File: src/lpg_pkg.sv
// line pixel generator package
// command and status types shared by the controller, datapath and top level
`default_nettype none

package lpg_pkg;

	typedef struct packed {
		logic load;
		logic step;
	} lpg_cmd_t;

	typedef struct packed {
		logic last;
	} lpg_sts_t;

endpackage

`default_nettype wire

File: src/lpg_dpath.sv
// line pixel generator datapath: endpoint deltas, decision variable, pixel position
// depends on lpg_pkg for the command and status types
`default_nettype none

module lpg_dpath #(
	parameter int COORD_WIDTH = 6
) (
	input  wire logic                   clk,
	input  wire lpg_pkg::lpg_cmd_t      cmd,
	output lpg_pkg::lpg_sts_t           sts,
	input  wire logic [COORD_WIDTH-1:0] start_x,
	input  wire logic [COORD_WIDTH-1:0] start_y,
	input  wire logic [COORD_WIDTH-1:0] end_x,
	input  wire logic [COORD_WIDTH-1:0] end_y,
	output logic [COORD_WIDTH-1:0]      pixel_x,
	output logic [COORD_WIDTH-1:0]      pixel_y
);
	import lpg_pkg::*;

	localparam int W  = COORD_WIDTH;
	localparam int DW = COORD_WIDTH + 3;

	logic signed [W:0]  dx;
	logic signed [W:0]  dy;
	logic [W:0]         adx_w;
	logic [W:0]         ady_w;
	logic [W-1:0]       adx;
	logic [W-1:0]       ady;
	logic               x_major;
	logic [W-1:0]       major;
	logic [W-1:0]       minor;
	logic [DW-1:0]      minor2;
	logic [DW-1:0]      major2;
	logic [DW-1:0]      major1;
	logic signed [DW-1:0] d_init;
	logic signed [DW-1:0] inc_pos;
	logic signed [DW-1:0] inc_zero;

	logic [W-1:0]         px_q;
	logic [W-1:0]         py_q;
	logic signed [DW-1:0] d_q;
	logic signed [DW-1:0] inc_pos_q;
	logic signed [DW-1:0] inc_zero_q;
	logic [W-1:0]         cnt_q;
	logic                 x_major_q;
	logic                 x_neg_q;
	logic                 y_neg_q;

	logic         minor_step;
	logic         x_adv;
	logic         y_adv;
	logic [W-1:0] x_delta;
	logic [W-1:0] y_delta;

	// deltas and octant selection at load
	assign dx      = $signed({1'b0, end_x}) - $signed({1'b0, start_x});
	assign dy      = $signed({1'b0, end_y}) - $signed({1'b0, start_y});
	assign adx_w   = dx[W] ? (~dx + 1'b1) : dx;
	assign ady_w   = dy[W] ? (~dy + 1'b1) : dy;
	assign adx     = adx_w[W-1:0];
	assign ady     = ady_w[W-1:0];
	assign x_major = (adx >= ady);
	assign major   = x_major ? adx : ady;
	assign minor   = x_major ? ady : adx;
	assign minor2  = {2'b00, minor, 1'b0};
	assign major2  = {2'b00, major, 1'b0};
	assign major1  = {3'b000, major};
	assign d_init   = $signed(minor2 - major1);
	assign inc_pos  = $signed(minor2 - major2);
	assign inc_zero = $signed(minor2);

	// one bresenham step
	assign minor_step = !d_q[DW-1] && (|d_q);
	assign x_adv      = x_major_q || minor_step;
	assign y_adv      = !x_major_q || minor_step;
	assign x_delta    = x_neg_q ? {W{1'b1}} : {{(W-1){1'b0}}, 1'b1};
	assign y_delta    = y_neg_q ? {W{1'b1}} : {{(W-1){1'b0}}, 1'b1};

	always_ff @(posedge clk) begin
		if (cmd.load) begin
			px_q       <= start_x;
			py_q       <= start_y;
			d_q        <= d_init;
			inc_pos_q  <= inc_pos;
			inc_zero_q <= inc_zero;
			cnt_q      <= major;
			x_major_q  <= x_major;
			x_neg_q    <= dx[W];
			y_neg_q    <= dy[W];
		end else if (cmd.step) begin
			d_q   <= d_q + (minor_step ? inc_pos_q : inc_zero_q);
			cnt_q <= cnt_q - 1'b1;
			if (x_adv) begin
				px_q <= px_q + x_delta;
			end
			if (y_adv) begin
				py_q <= py_q + y_delta;
			end
		end
	end

	assign sts.last = (cnt_q == '0);
	assign pixel_x  = px_q;
	assign pixel_y  = py_q;

endmodule

`default_nettype wire

File: src/lpg_ctrl.sv
// line pixel generator controller: idle/run state machine and handshakes
// depends on lpg_pkg for the command and status types
`default_nettype none

module lpg_ctrl (
	input  wire logic              clk,
	input  wire logic              arst_n,
	input  wire logic              in_valid,
	output logic                   in_stall,
	output logic                   out_valid,
	input  wire logic              out_stall,
	output lpg_pkg::lpg_cmd_t      cmd,
	input  wire lpg_pkg::lpg_sts_t sts
);
	import lpg_pkg::*;

	localparam logic ST_IDLE = 1'b0;
	localparam logic ST_RUN  = 1'b1;

	logic state_q;
	logic state_d;
	logic finish;

	// last pixel leaves this cycle
	assign finish    = (state_q == ST_RUN) && sts.last && !out_stall;
	assign in_stall  = (state_q == ST_RUN) && !finish;
	assign out_valid = (state_q == ST_RUN);
	assign cmd.load  = in_valid && !in_stall;
	assign cmd.step  = (state_q == ST_RUN) && !out_stall && !sts.last;

	always_comb begin
		state_d = state_q;
		unique case (state_q)
			ST_IDLE: begin
				if (cmd.load) begin
					state_d = ST_RUN;
				end
			end
			ST_RUN: begin
				if (finish && !cmd.load) begin
					state_d = ST_IDLE;
				end
			end
			default: state_d = ST_IDLE;
		endcase
	end

	always_ff @(posedge clk or negedge arst_n) begin
		if (!arst_n) begin
			state_q <= ST_IDLE;
		end else begin
			state_q <= state_d;
		end
	end

	a_no_load_and_step: assert property (@(posedge clk) disable iff (!arst_n)
		!(cmd.load && cmd.step))
		else $error("load and step in the same cycle");

	a_load_only_when_free: assert property (@(posedge clk) disable iff (!arst_n)
		cmd.load |-> (state_q == ST_IDLE) || (sts.last && !out_stall))
		else $error("new line loaded while pixels remain");

	a_stall_holds_run: assert property (@(posedge clk) disable iff (!arst_n)
		(state_q == ST_RUN) && out_stall |=> (state_q == ST_RUN))
		else $error("line dropped while output stalled");

	a_step_keeps_run: assert property (@(posedge clk) disable iff (!arst_n)
		cmd.step |=> (state_q == ST_RUN))
		else $error("run ended before last pixel");

endmodule

`default_nettype wire

File: src/line_pixel_generator.sv
// line pixel generator top level: bresenham line drawing over all octants
// joins lpg_ctrl and lpg_dpath, depends on lpg_pkg
//
// input channel: one request carries a line as start_x/start_y and end_x/end_y,
// accepted when in_valid is high and in_stall is low
// output channel: one request per pixel, pixel_x/pixel_y from start to end
// inclusive, last_pixel marks the end point; taken when out_valid and !out_stall
// a line with major delta n gives n+1 pixels, one per cycle while the output
// is not stalled, the first pixel in the cycle after the line is accepted
// the single stepping datapath works on one line at a time, up to 2^COORD_WIDTH
// pixels per line; a new line is taken in the cycle its predecessor's last
// pixel leaves, so lines follow each other without a gap
// while a line is in progress in_stall is high, until its last pixel leaves
// when the receiver stalls, the current pixel holds and stepping pauses
// reset clears the controller to idle with no pixel pending
`default_nettype none

module line_pixel_generator #(
	parameter int COORD_WIDTH = 6
) (
	input  wire logic                   clk,
	input  wire logic                   arst_n,
	input  wire logic                   in_valid,
	output logic                        in_stall,
	input  wire logic [COORD_WIDTH-1:0] start_x,
	input  wire logic [COORD_WIDTH-1:0] start_y,
	input  wire logic [COORD_WIDTH-1:0] end_x,
	input  wire logic [COORD_WIDTH-1:0] end_y,
	output logic                        out_valid,
	input  wire logic                   out_stall,
	output logic [COORD_WIDTH-1:0]      pixel_x,
	output logic [COORD_WIDTH-1:0]      pixel_y,
	output logic                        last_pixel
);
	import lpg_pkg::*;

	lpg_cmd_t cmd;
	lpg_sts_t sts;

	lpg_ctrl u_ctrl (
		.clk       (clk),
		.arst_n    (arst_n),
		.in_valid  (in_valid),
		.in_stall  (in_stall),
		.out_valid (out_valid),
		.out_stall (out_stall),
		.cmd       (cmd),
		.sts       (sts)
	);

	lpg_dpath #(
		.COORD_WIDTH (COORD_WIDTH)
	) u_dpath (
		.clk     (clk),
		.cmd     (cmd),
		.sts     (sts),
		.start_x (start_x),
		.start_y (start_y),
		.end_x   (end_x),
		.end_y   (end_y),
		.pixel_x (pixel_x),
		.pixel_y (pixel_y)
	);

	assign last_pixel = sts.last;

endmodule

`default_nettype wire
File: config.mk
export PLATFORM = sky130hd
export DESIGN_NAME = line_pixel_generator
export DESIGN_NICKNAME = d
export VERILOG_FILES = /design/src/lpg_pkg.sv /design/src/lpg_dpath.sv /design/src/lpg_ctrl.sv /design/src/line_pixel_generator.sv
export SDC_FILE = /design/constraint.sdc
export NUM_CORES = 1
export LEC_CHECK = 0
export ABC_AREA = 1
export BUFFER_PORTS_ARGS = -buffer_cell sky130_fd_sc_hd__buf_4
export CAP_MARGIN = 10
export CORE_MARGIN = 10
export CORE_UTILIZATION = 29
export CTS_CLUSTER_DIAMETER = 150
export DETAILED_ROUTE_END_ITERATION = 8
export GPL_ROUTABILITY_DRIVEN = 0
export PLACE_DENSITY = 0.49
export SYNTH_ARGS = -nofsm -noshare
export SYNTH_HDL_FRONTEND = slang
export SYNTH_SLANG_ARGS = --single-unit
export TNS_END_PERCENT = 50
File: constraint.sdc
create_clock -name clk -period 2.8 [get_ports clk]
set_input_delay 0.14 -clock clk [delete_from_list [all_inputs] [get_ports clk]]
set_output_delay 0.14 -clock clk [all_outputs]
set_load 0.02 [all_outputs]
* Yosys cells after proc, flatten, opt, wreduce, memory -nomap -nowiden
Cells that the tools add are included.
W data, S select, Z words.
** Operators by class
- Add/sub/neg operators :: 10
- Multiply operators :: 0
- Divide/modulo/power cells :: 0
- $lt $le $gt $ge :: 1
- Equality and inequality tests :: 0
- Shift-type cells :: 0
- Muxes and demuxes :: 20
- Bitwise gates (word level) :: 3
- Reductions and logical operators :: 24
** Operator list (count)
- $mux W6 :: 14
- $mux W9 :: 3
- $sub A6 B6 Y7 :: 2
- $add A6 B1 Y6 const B :: 2
- $add A6 B6 Y6 :: 2
- $not A6 Y6 :: 2
- $add A9 B9 Y9 :: 1
- $reduce_or A9 Y1 :: 1
- $logic_and A1 B1 Y1 :: 8
- $sub A7 B6 Y8 :: 1
- $sub A7 B7 Y8 :: 1
- $logic_not A1 Y1 :: 7
- $ge A6 B6 Y1 :: 1
- $logic_not A6 Y1 :: 1
- $reduce_bool A2 Y1 :: 3
- $sub A6 B1 Y6 const B :: 1
- $reduce_and A2 Y1 :: 2
- $logic_or A1 B1 Y1 :: 2
- $mux W1 :: 2
- $pmux W1 S2 :: 1
- $not A1 Y1 :: 1
** Storage, ports and cells
- Flip-flop bits (word level) :: 46
- Latch bits :: 0
- Bits in writable memories :: 0
- ROM bits :: 0
- Bits of input ports :: 28
- Output and inout port bits :: 15
- Word-level logic and storage cells :: 68
- Memories kept :: 0

* Depth between registers and ports, before layout
- Depth in word-level cells :: 11
- Mapped depth :: 34

* By module
Synthesis repeated with hierarchy kept, for this count alone.
** Unflattened totals
- Cells, all modules :: 525
- Area total of the unflattened synthesis :: 4021.4 µm²
** By module, submodules not included
- lpg_dpath :: instances 1, cells each 515, area each 3955.0 µm², seq. area each 1291.2 µm²
- lpg_ctrl :: instances 1, cells each 10, area each 66.3 µm², seq. area each 25.0 µm²

* Worst setup path after synthesis
Ideal clock, no wire load.
- Path kind :: input port to flip-flop
- Start :: input end_y[0]
- End :: register u_dpath.d_q[8], data pin
- Library setup time :: 0.256 ns
- Arrival :: 3.719 ns
- Slack :: -1.174 ns
- Stages on the path :: 26
- Path through :: inv_1 ha_1 inv_1 fa_1 nor2_1 nand2_1 inv_1 nand2_1 o21ai_0 xor2_1 inv_1 ha_1 a21o_2 nor2_2 nand2_2 nor2_4 buf_6 o21ai_2 ha_1 nand2_1 o21ai_0 nand3_1 nand3_1 nand3_1 nand3_1 nand2_1
** On the way
- Word-level cells in the longest chain between the ends :: 8
- Elaborated cells between the ends (all ways) :: 9
- Classes of those cells :: 3 x add/sub; 1 x order compare; 4 x mux; 1 x bitwise
** RTL lines
- from (decl) :: RTL line line_pixel_generator.sv:28 : input wire logic [COORD_WIDTH-1:0] end_y,
- $sub A6 B6 Y7 (*) :: RTL line lpg_dpath.sv:57 : assign dy = $signed({1'b0, end_y}) - $signed({1'b0, start_y});
- $not A6 Y6 :: RTL line lpg_dpath.sv:59 : assign ady_w = dy[W] ? (~dy + 1'b1) : dy;
- $add A6 B1 Y6 :: RTL line lpg_dpath.sv:59
- $mux W6 (*) :: RTL line lpg_dpath.sv:59
- $ge A6 B6 Y1 :: RTL line lpg_dpath.sv:62 : assign x_major = (adx >= ady);
- $mux W6 (on tied branches) :: RTL line lpg_dpath.sv:64, lpg_dpath.sv:63
- $sub A7 B6 Y8 (*) :: RTL line lpg_dpath.sv:68 : assign d_init = $signed(minor2 - major1);
- $mux W9 (*) :: RTL line lpg_dpath.sv:80 : if (cmd.load) begin
- to (signal assigned) :: RTL line lpg_dpath.sv:83 : d_q <= d_init;
- to (signal assigned) :: RTL line lpg_dpath.sv:91 : d_q <= d_q + (minor_step ? inc_pos_q : inc_zero_q);
- to (decl) :: RTL line lpg_dpath.sv:41 : logic signed [DW-1:0] d_q;
Mark *: on every way between the ends. The rest lies on a longest branch, timed or not.
A chain may end at the register's enable or synchronous reset.

* Worst setup path in the final report
- Start :: input end_x[0]
- End :: register u_dpath.d_q[6], data pin
** On the way
- Elaborated cells between the ends (all ways) :: 9
- Classes of those cells :: 3 x add/sub; 1 x order compare; 4 x mux; 1 x bitwise
** RTL lines
- from (decl) :: RTL line line_pixel_generator.sv:27 : input wire logic [COORD_WIDTH-1:0] end_x,
- $sub A6 B6 Y7 (*) :: RTL line lpg_dpath.sv:56 : assign dx = $signed({1'b0, end_x}) - $signed({1'b0, start_x});
- net u_dpath.dx[6] :: RTL line lpg_dpath.sv:23 : logic signed [W:0] dx;
- $mux W6 (*) :: RTL line lpg_dpath.sv:58 : assign adx_w = dx[W] ? (~dx + 1'b1) : dx;
- $ge A6 B6 Y1 :: RTL line lpg_dpath.sv:62
- $mux W6 (on tied branches) :: RTL line lpg_dpath.sv:64, lpg_dpath.sv:63
- $sub A7 B6 Y8 (*) :: RTL line lpg_dpath.sv:68
- $mux W9 (*) :: RTL line lpg_dpath.sv:80
Mark *: on every way through the listed nets, which the timed path passes. The rest lies on a longest branch.

==> results.yml <==
clock_network:
  cts_tree: "yes"
  clk_root_buffer_cell: "sky130_fd_sc_hd__clkbuf_16"
  max-clock-path-buffers: 2
  tritoncts.num_buffers: 5
  clk_sink_count: 44
  cts-htree-levels: 2
  clock_latency_ps: 290
  clkSlewWorstSetupHoldPaths_ps: 70
worst_hold_path:
  hold_critical_path_endpoint: "u_ctrl.out_valid"
  hold_path_startpoint: "in_valid"
  hp-class: "input port to flip-flop"
  number_of_cells_traversed_by_the_worst_hold_path: 3
global_routing:
  grt_util_all_layers_pct: 11.0
  grt_start_max_net_pins: 49
  grt_antenna_before_repair: 0
  overflow: 0
  vias_in_the_first_global_route: 4006
  global_route_wire_length_before_repair_um: 18300
synthesis:
  ys_seq_elements: 44
  avgSynthCellArea_sq_um: 7.58
  synth.top_cells.by_count: "sky130_fd_sc_hd__nand2_1 (164), sky130_fd_sc_hd__inv_1 (78), sky130_fd_sc_hd__edfxtp_1 (43)"
  mappedNetlistNets: 608
  largest_area_contributor_in_the_netlist: "sky130_fd_sc_hd__edfxtp_1"
  synth-warning-count: 0
  synthMostInstantiatedCell: "sky130_fd_sc_hd__nand2_1"
  post_synth_instance_area_sq_um: 4050
  netlist-cell-type-count: 41
  synth_async_reset_ratio_pct: 2.27
  synthDominantCellAreaShare_pct: 31.9
  synth.yosys.seq_area_share_pct: 32.5
  synth_edf_count: 43
  synth_ff_type: "sky130_fd_sc_hd__edfxtp_1"
  netlist_instances: 534
  netlist_top_cells_area: "sky130_fd_sc_hd__edfxtp_1 (32%), sky130_fd_sc_hd__nand2_1 (15%), sky130_fd_sc_hd__ha_1 (12%), sky130_fd_sc_hd__inv_1 (7.2%), sky130_fd_sc_hd__nand3_1 (5.1%)"
final_layout:
  area_added_between_synthesis_and_finish_pct: 52.6
  final_core_util_pct: 44.8
  insertedDiodeCount: 0
  nFillCells: 1374
  fin_nets: 773
  drive_gt1_share_pct: 39.0
critical_path:
  crit_type: "input port to flip-flop"
  startpoint_type: "input port"
  regToRegEndpoint: "u_dpath.d_q[7]"
  ff2ff_path_depth: 17
  cp_data_arrival_time_ps: 3690
  required_ps: 2860
  worstReg2RegStart: "u_dpath.d_q[1]"
  critical_path_peak_fanout: 8
  critPathCaptureType: "flip-flop"
  regToRegSetupSlack_ps: -140
floorplan:
  core_area_sq_um: 13800
  row_count: 43
  initial_utilization_pct: 29.4
  dieHeight_um: 138
  top_level_ports: 43
  die_w_um: 138
  die-area_sq_um: 19100
pwr:
  power.share.sequential_pct: 17.5
  power_per_cell_area_nw_per_um2: 1060
  switchingPower_uw: 2720
  vdd.ir_drop.worst_mv: 0.415
  cell_internal_pwr_uw: 3810
  switching_share_pct: 41.6
  power_frac_comb_pct: 71.8
  power.clock.fraction_pct: 10.7
  power.leakage_uw: 0.00299
timing:
  period_minus_slack_ps: 3640
  fin_ws_ps: -839
  final_min_period_over_clock_period_pct: 130
  timing.final.hold_violations: 0
  worst-slew-pin-transition_ps: 921
  timing.slew.headroom_pct: 37.9
  holdWs_ps: 84.9
  unrepaired_setup_endpoints_after_global_routing: "yes"
  setup-tns-final_ps: -11360
  drv_slew: 0
  skew_ps: 7.68
  fmaxAchievable_mhz: 275
  setup_viol: 25
run_status:
  outcome: "finished, violations left"
  violations: "negative setup slack"
routing:
  postRouteWirelength_um: 10900
  wire_per_inst_um: 12.4
  dr.first_iter.drc_count: 182
  dr_total_vias: 3913
  routed_vias_inst: 4.45
  final_antenna_net_count: 0
  drcViolationCount: 0
  detail_route.first_pass.iterations: 4
place:
  place.port_buffers: 42
  half_perimeter_wire_length_after_placement_um: 8740
  preCtsSetupSlack_ps: -1260
flow_run:
  maxCapViolCount: 0
-- placed cells by master, fill, tap and decap left out, types with 4 or more instances in the layout --
cell / n
sky130_fd_sc_hd__nand2_1: 141
sky130_fd_sc_hd__nor2_4: 6
sky130_fd_sc_hd__nand3_1: 33
sky130_fd_sc_hd__buf_6: 14
sky130_fd_sc_hd__ha_4: 11
sky130_fd_sc_hd__xor2_1: 12
sky130_fd_sc_hd__or2_2: 4
sky130_fd_sc_hd__nor2_1: 27
sky130_fd_sc_hd__xnor2_1: 8
sky130_fd_sc_hd__nand3b_1: 4
sky130_fd_sc_hd__inv_1: 66
sky130_fd_sc_hd__o21ai_4: 4
sky130_fd_sc_hd__nand2_2: 25
sky130_fd_sc_hd__o21ai_1: 4
sky130_fd_sc_hd__a21oi_2: 5
sky130_fd_sc_hd__nand3_2: 10
sky130_fd_sc_hd__inv_2: 10
sky130_fd_sc_hd__ha_1: 29
sky130_fd_sc_hd__o21ai_2: 7
sky130_fd_sc_hd__a21oi_1: 16
sky130_fd_sc_hd__clkbuf_16: 5
sky130_fd_sc_hd__buf_4: 145
sky130_fd_sc_hd__o21ai_0: 19
sky130_fd_sc_hd__edfxtp_1: 43
sky130_fd_sc_hd__o22ai_1: 4
-- timing repair --
item	in CTS	in global routing
pin swaps	31	21
endpoints found under the setup margin	26	28
resized for setup	47	21
hold buffers	1	0
setup buffers	16	6
hold endpoints to repair	1	0
-- metrics by stage --
| stage | area [sq um] | power, uW | instances |
|---|---|---|---|
| 5_1_grt | 6170 | 7080 | 880 |
| 4_1_cts | 6070 | 6390 | 876 |
| 3_3_place_gp | 5560 | 5070 | 852 |
| 2_1_floorplan | 4270 | 3670 | 534 |
| 6_report | 6170 | 6530 | 880 |
| 3_5_place_dp | 5560 | 5130 | 852 |
-- worst max-delay path, stage by stage --
cell                      delay [ps]
sky130_fd_sc_hd__buf_6            70
sky130_fd_sc_hd__inv_4            30
sky130_fd_sc_hd__ha_4            150
sky130_fd_sc_hd__fa_2            340
sky130_fd_sc_hd__buf_4           150
sky130_fd_sc_hd__nor3_1          320
sky130_fd_sc_hd__nor2_4          130
sky130_fd_sc_hd__nand2_1         100
sky130_fd_sc_hd__nand3_2         100
sky130_fd_sc_hd__nand2_4         100
sky130_fd_sc_hd__ha_4            230
sky130_fd_sc_hd__a21o_4          210
sky130_fd_sc_hd__nor2_4          110
sky130_fd_sc_hd__nand2_2          80
sky130_fd_sc_hd__nor2_4          180
sky130_fd_sc_hd__buf_12          140
sky130_fd_sc_hd__o21ai_4          90
sky130_fd_sc_hd__fa_2            380
sky130_fd_sc_hd__a21oi_2         120
sky130_fd_sc_hd__inv_1            40
sky130_fd_sc_hd__nand2_1          70
sky130_fd_sc_hd__nand2_2          60
sky130_fd_sc_hd__nand3_2          80
sky130_fd_sc_hd__nand2_2          70
sky130_fd_sc_hd__nand2_1          70
sky130_fd_sc_hd__nand2_1          40
sky130_fd_sc_hd__nand3_1          60
sky130_fd_sc_hd__nand2_1          50
-- worst max-delay path by stage --
stage / start / to
after detailed placement: end_y[0] / u_dpath.d_q[7]
after floorplan: end_y[0] / u_dpath.d_q[8]
final: end_x[0] / u_dpath.d_q[6]
after global routing: end_x[0] / u_dpath.d_q[5]
after global placement: end_y[0] / u_dpath.d_q[6]
after CTS: end_y[0] / u_dpath.d_q[6]
-- state kept, by name, indices dropped and copies added, names as in the netlist --
| name | count |
|---|---|
| u_dpath.d_q | 9 |
| u_dpath.inc_pos_q | 7 |
| u_dpath.cnt_q | 6 |
| u_dpath.inc_zero_q | 6 |
| u_dpath.pixel_x | 6 |
| u_dpath.pixel_y | 6 |
| u_ctrl.out_valid | 1 |
| u_dpath.x_major_q | 1 |
| u_dpath.x_neg_q | 1 |
| u_dpath.y_neg_q | 1 |
-- per-layer routing --
metal | vias to the layer above | share of wire [%] | GRT usage, %
met1 | 1775 | 48 | 13.6
met5 | - | 0 | 0
met2 | 50 | 49 | 19.7
li1 | 2082 | - | -
met4 | 0 | 1.0 | 3.00
met3 | 6 | 2.4 | 1.47
-- cells by family after synthesis --
kind of cell               after synthesis  synth area share, %
xor gates and xnor gates                22                 4.76
AOI/OAI and AO/OA                       67                 9.50
muxes                                    1                0.247
adders and majority gates               46                 15.3
DFF                                     44                 32.5
and+or+nand+nor                        269                 29.4
buffers and inverters                   85                 8.20
-- power groups by stage --
stage               Combinational (uW)  Clock, uW  Sequential [uW]
floorplan                         2460          0             1210
global placement                  3920          0             1150
detailed placement                3970          0             1160
CTS                               4530        710             1150
global route                      5180        736             1170
finish                            4680        702             1140
-- final cells by class --
type / instances / area, sq um / share of cell area [%]
inverter: 79 / 314 / 5.09
tap: 180 / 225 / 3.65
sequential: 44 / 1320 / 21.3
clock inverter: 3 / 46.3 / 0.750
multi-input combinational: 405 / 2820 / 45.7
clock buffer: 5 / 125 / 2.03
timing repair buffer: 164 / 1330 / 21.5
(Power assumes the default switching activity.)
